[src/hdl/mfsgd_pkg.sv]
// ----------------------------------------------------------------------------
// mfsgd_pkg
// Shared types, codes and arithmetic helpers for the matrix factorization
// SGD engine.
// ----------------------------------------------------------------------------
package mfsgd_pkg;

   localparam int DEF_MAX_USERS   = 1024;
   localparam int DEF_MAX_ITEMS   = 1024;
   localparam int DEF_MAX_FACTORS = 32;

   localparam logic [2:0] CMD_LOAD_USER_FACTOR = 3'd0;
   localparam logic [2:0] CMD_LOAD_ITEM_FACTOR = 3'd1;
   localparam logic [2:0] CMD_LOAD_USER_BIAS   = 3'd2;
   localparam logic [2:0] CMD_LOAD_ITEM_BIAS   = 3'd3;
   localparam logic [2:0] CMD_TRAIN            = 3'd4;
   localparam logic [2:0] CMD_PREDICT          = 3'd5;

   localparam logic [2:0] CSR_NUM_USERS      = 3'd0;
   localparam logic [2:0] CSR_NUM_ITEMS      = 3'd1;
   localparam logic [2:0] CSR_NUM_FACTORS    = 3'd2;
   localparam logic [2:0] CSR_GLOBAL_MEAN    = 3'd3;
   localparam logic [2:0] CSR_LEARNING_RATE  = 3'd4;
   localparam logic [2:0] CSR_REGULARIZATION = 3'd5;

   typedef struct packed {
      logic [2:0]         command;
      logic [9:0]         user_index;
      logic [9:0]         item_index;
      logic [4:0]         factor_index;
      logic signed [31:0] load_value;
      logic signed [31:0] rating_value;
   } req_type;

   typedef struct packed {
      logic signed [31:0] prediction;
      logic signed [31:0] error;
      logic               status;
   } rsp_type;

   typedef enum logic [4:0] {
      S_IDLE, S_DECODE, S_LOAD, S_ABORT, S_BIAS_RD, S_DOT_RD, S_DOT_MUL,
      S_DOT_ACC, S_PRED, S_ERR, S_UPD_RD, S_UPD_M1, S_UPD_M2, S_UPD_G,
      S_UPD_M3, S_UPD_WR, S_BIAS_M1, S_BIAS_G, S_BIAS_M2, S_BIAS_WR, S_RESP
   } state_type;

   typedef enum logic [4:0] {
      OP_NONE, OP_LATCH, OP_LOAD, OP_ABORT, OP_BIAS_RD, OP_DOT_RD, OP_DOT_MUL,
      OP_DOT_ACC, OP_PRED, OP_ERR, OP_UPD_RD, OP_UPD_M1, OP_UPD_M2, OP_UPD_G,
      OP_UPD_M3, OP_UPD_WR, OP_BIAS_M1, OP_BIAS_G, OP_BIAS_M2, OP_BIAS_WR
   } dp_op_type;

   typedef struct packed {
      logic is_load;
      logic run_ok;
      logic is_train;
      logic nk_zero;
      logic k_last;
   } dp_status_type;

   function automatic logic signed [63:0] rnd16(input logic signed [63:0] v);
      logic signed [63:0] t;
      t = v + 64'sd32768;
      return t >>> 16;
   endfunction

   function automatic logic signed [31:0] sat32(input logic signed [63:0] v);
      logic signed [31:0] r;
      if (v > 64'sd2147483647) r = 32'sh7fffffff;
      else if (v < -64'sd2147483648) r = 32'sh80000000;
      else r = v[31:0];
      return r;
   endfunction

endpackage

[src/hdl/mfsgd_ctrl.sv]
// ----------------------------------------------------------------------------
// mfsgd_ctrl
// Command sequencer: walks the dot product pass, the update pass and the
// bias update, issuing at most one datapath operation per cycle.
// ----------------------------------------------------------------------------
module mfsgd_ctrl (
   input  logic                    clock,
   input  logic                    reset,
   input  logic                    start,
   output logic                    busy,
   output logic                    rsp_strobe,
   output mfsgd_pkg::dp_op_type     op,
   input  mfsgd_pkg::dp_status_type stat
);
   import mfsgd_pkg::*;

   state_type state_ff, state_in;

   always_ff @(posedge clock) begin
      if (reset) state_ff <= S_IDLE;
      else state_ff <= state_in;
   end

   always_comb begin
      state_in = state_ff;
      op       = OP_NONE;
      case (state_ff)
         S_IDLE: begin
            if (start) begin
               op       = OP_LATCH;
               state_in = S_DECODE;
            end
         end
         S_DECODE: begin
            if (stat.is_load) state_in = S_LOAD;
            else if (stat.run_ok) state_in = S_BIAS_RD;
            else state_in = S_ABORT;
         end
         S_LOAD: begin
            op       = OP_LOAD;
            state_in = S_RESP;
         end
         S_ABORT: begin
            op       = OP_ABORT;
            state_in = S_RESP;
         end
         S_BIAS_RD: begin
            op       = OP_BIAS_RD;
            state_in = stat.nk_zero ? S_PRED : S_DOT_RD;
         end
         S_DOT_RD: begin
            op       = OP_DOT_RD;
            state_in = S_DOT_MUL;
         end
         S_DOT_MUL: begin
            op       = OP_DOT_MUL;
            state_in = S_DOT_ACC;
         end
         S_DOT_ACC: begin
            op       = OP_DOT_ACC;
            state_in = stat.k_last ? S_PRED : S_DOT_RD;
         end
         S_PRED: begin
            op       = OP_PRED;
            state_in = stat.is_train ? S_ERR : S_RESP;
         end
         S_ERR: begin
            op       = OP_ERR;
            state_in = stat.nk_zero ? S_BIAS_M1 : S_UPD_RD;
         end
         S_UPD_RD: begin
            op       = OP_UPD_RD;
            state_in = S_UPD_M1;
         end
         S_UPD_M1: begin
            op       = OP_UPD_M1;
            state_in = S_UPD_M2;
         end
         S_UPD_M2: begin
            op       = OP_UPD_M2;
            state_in = S_UPD_G;
         end
         S_UPD_G: begin
            op       = OP_UPD_G;
            state_in = S_UPD_M3;
         end
         S_UPD_M3: begin
            op       = OP_UPD_M3;
            state_in = S_UPD_WR;
         end
         S_UPD_WR: begin
            op       = OP_UPD_WR;
            state_in = stat.k_last ? S_BIAS_M1 : S_UPD_RD;
         end
         S_BIAS_M1: begin
            op       = OP_BIAS_M1;
            state_in = S_BIAS_G;
         end
         S_BIAS_G: begin
            op       = OP_BIAS_G;
            state_in = S_BIAS_M2;
         end
         S_BIAS_M2: begin
            op       = OP_BIAS_M2;
            state_in = S_BIAS_WR;
         end
         S_BIAS_WR: begin
            op       = OP_BIAS_WR;
            state_in = S_RESP;
         end
         S_RESP: begin
            state_in = S_IDLE;
         end
         default: begin
            state_in = S_IDLE;
         end
      endcase
   end

   assign busy       = (state_ff != S_IDLE);
   assign rsp_strobe = (state_ff == S_RESP);

endmodule

[config.mk]
export PLATFORM = sky130hd
export DESIGN_NAME = mfsgd_ctrl
export DESIGN_NICKNAME = d
export VERILOG_FILES = /design/src/hdl/mfsgd_pkg.sv /design/src/hdl/mfsgd_ctrl.sv
export SDC_FILE = /design/constraint.sdc
export NUM_CORES = 1
export LEC_CHECK = 0
export ABC_AREA = 1
export BUFFER_PORTS_ARGS = -buffer_cell sky130_fd_sc_hd__buf_2
export CAP_MARGIN = 30
export CORE_AREA = 3 3 40 42
export DETAILED_ROUTE_END_ITERATION = 12
export DIE_AREA = 0 0 43 45
export GPL_TIMING_DRIVEN = 0
export PLACE_DENSITY = 0.74
export REMOVE_ABC_BUFFERS = 1
export SETUP_SLACK_MARGIN = 0.15
export SLEW_MARGIN = 20
export SYNTH_ARGS = -nofsm -noshare
export SYNTH_HDL_FRONTEND = slang
export SYNTH_SLANG_ARGS = --single-unit
[constraint.sdc]
create_clock -name clock -period 1 [get_ports clock]
set_input_delay 0.2 -clock clock [delete_from_list [all_inputs] [get_ports clock]]
set_output_delay 0.2 -clock clock [all_outputs]
set_load 0.005 [all_outputs]
==> out/qor.yml <==
regMostFlops: "state_ff"
maxSlewViolCount: 0
cts.sinks: 5
fill_cells: 107
path_class: "reg -> out"
grt_max_degree: 8
ys_warn_count: 0
clk_pin_slew_ns: 0.04
hold_violations: 0
min_path_type: "in -> reg"
hold_start: "reset"
period_share: 1.422
grt_pass1_vias: 754
drt_first_pass_iters: 4
yosys.area.top_type_share: 0.1991
synth.most_common_cell: "nand2_1"
cp_max_fo: 6
drt-wirelength-per-cell_um: 13.27
synth_common_cells: "nand2_1, nor2_1, nand3_1, inv_1"
power.internal_mw: 1.271
largest_reg_flops: 5
layout_min_cycle_time_ns: 1.422
die_y_um: 45
whs_path_depth: 2
clk_latency_ns: 0.24
antenna_found_initial: 0
hold_end: "state_ff[3]$_SDFFE_PP0P_"
nets: 149
via_count: 865
setup_viol_count_final: 12
finClkSkew_ns: 0.001496
ant_nets: 0
core_area_um2: 1285
n_antenna_cell: 0
crit_required_ns: 0.80
r2r_start: "state_ff[4]$_SDFFE_PP0P_"
seq_power_share: 0.186
gp_congestion: 0.8888
dpl_worst_slack_ns: -0.3454
synth_top_cells_by_area: "nand2_1, dfxtp_1, nor2_1"
clockBufferDepth: 2
stdcell_count: 155
power_frac_clock: 0.091
synthesis.area_um2: 546.8
whs_ns: 0.1557
fin_util: 0.7361
ys.flop_type: "dfxtp_1"
final_area_um2: 945.9
avgSynthCellArea_um2: 5.207
wl_um: 2057
rsz0062_at_grt: "true"
grt-ovfl-total: 0
viasPerCell: 5.581
dp_hpwl_um: 1195
ys_types: 18
syn_inst: 105
num_rows: 13
synth_seq_cells: 5
slew_headroom: 0.8664
grt.total_usage: 0.2097
cts_buffers: 3
powerDensity_nw_per_um2: 2600
tritoncts: "built"
drv_cap: 0
io_pins: 15
drtIter0Drc: 39
fp.dieW_um: 43
rrSetupSlack_ns: -0.25
worstReg2RegEnd: "state_ff[2]$_SDFFE_PP0P_"
dieArea_um2: 1935
dpl.cell_count: 134
largestRegisters: "state_ff: 5 flops"
switching_share: 0.4832
worstSetupStartpoint: "state_ff[3]$_SDFFE_PP0P_"
reg2reg_depth: 9
status: "finished, violations left"
io_buffers: 14
place_area_um2: 635.6
failed_checks: "setup timing"
synth_area_leader_cell: "nand2_1"
drc_errors: 0
fmax_mhz: 703.1
worstSetupEndpointType: "output port"
fin_ws_ns: -0.4224
drive_above_1_share: 0.5429
synth_edf_count: 0
htreeDepth: 1
start_kind: "flop"
cp_data_arrival_time_ns: 1.22
start_util: 0.4255
yosysSeqAreaShare: 0.1831
combPwrFrac: 0.723
grt_pass1_wl_um: 3070
root_buffer: "clkbuf_4"
ir_drop_mv: 1.566
async_flop_share: 0
area_delta_synth_final_pct: 73.00
switchingPower_mw: 1.188
leakage_nw: 0.4980
worst_slew_pin_slew_ns: 0.1986
-- worst max path at each step --
| stage | to | slack, ns |
|---|---|---|
| after global routing | op[0] | -0.52 |
| after floorplan | state_ff[0]$_SDFFE_PP0P_ | -0.14 |
| after CTS | op[0] | -0.39 |
| after global placement | op[0] | -0.34 |
| final | op[0] | -0.42 |
| after detailed placement | op[0] | -0.35 |
-- power groups by stage --
stage / logic (mW) / registers, mW / clock network [mW]
detailed placement: 0.966 / 0.375 / 0
CTS: 1.36 / 0.430 / 0.239
finish: 1.78 / 0.457 / 0.224
global route: 1.92 / 0.464 / 0.249
floorplan: 0.697 / 0.348 / 0
global placement: 0.956 / 0.375 / 0
-- repair_timing --
item                       4_1_cts  5_1_grt
gates resized for setup         29       24
setup endpoints to repair       12       12
pin swaps                       12       16
hold buffers                     0        0
buffers inserted                12        5
-- area by class of cell --
class                   count  area, um^2  area share
multi-input cells          83       498.0      0.5265
flip-flops and latches      5       118.9      0.1257
inverters                  17       71.32     0.07540
well taps                  15       18.77     0.01984
clock buffers               4       26.28     0.02778
repair buffers             31       212.7      0.2249
-- stage by stage --
step / setup TNS [ns] / total power, mW
after floorplan: -0.4758 / 1.046
after global placement: -2.203 / 1.331
after detailed placement: -2.357 / 1.341
after CTS: -2.664 / 2.030
after global routing: -3.756 / 2.630
final: -2.888 / 2.459
-- cell families (layout without fill, tap and decap cells) --
logic type | count (synthesis) | in the layout | share of synthesized area
and+or+nand+nor | 73 | 73 | 0.5950
AOI/OAI and AO/OA | 10 | 10 | 0.1053
DFF | 5 | 5 | 0.1831
buffers and inverters | 17 | 52 | 0.1167
-- routing by layer --
metal	up-vias	global-route usage	share of wire
met3	12	0.03586	0.070
met2	49	0.3623	0.53
li1	403	-	-
met5	-	0	0
met1	401	0.2236	0.37
met4	0	0.1747	0.034
-- cell usage in the layout (no fill, tap or decap), types with 2 or more instances in the layout --
master     n
o21ai_2    2
buf_2     14
inv_2      5
inv_1      9
nand4_1    2
nor2_4    11
o21ai_0    2
nor2_1    11
buf_4     13
nor2_2     4
inv_4      3
nand2_1   22
nand2_2    6
nand2_4    2
dfxtp_4    5
nand3_1   12
buf_6      4
a21oi_1    2
clkbuf_4   3
-- worst max-delay path, stage by stage, from the launching register on --
cell and delay [ns]:
dfxtp_4 0.40, inv_4 0.05, nand2_4 0.08, nand2_2 0.07
nand2_1 0.08, nand3_1 0.09, nand3_1 0.09, buf_2 0.11
Note: power is estimated with default switching activity, not from simulation.
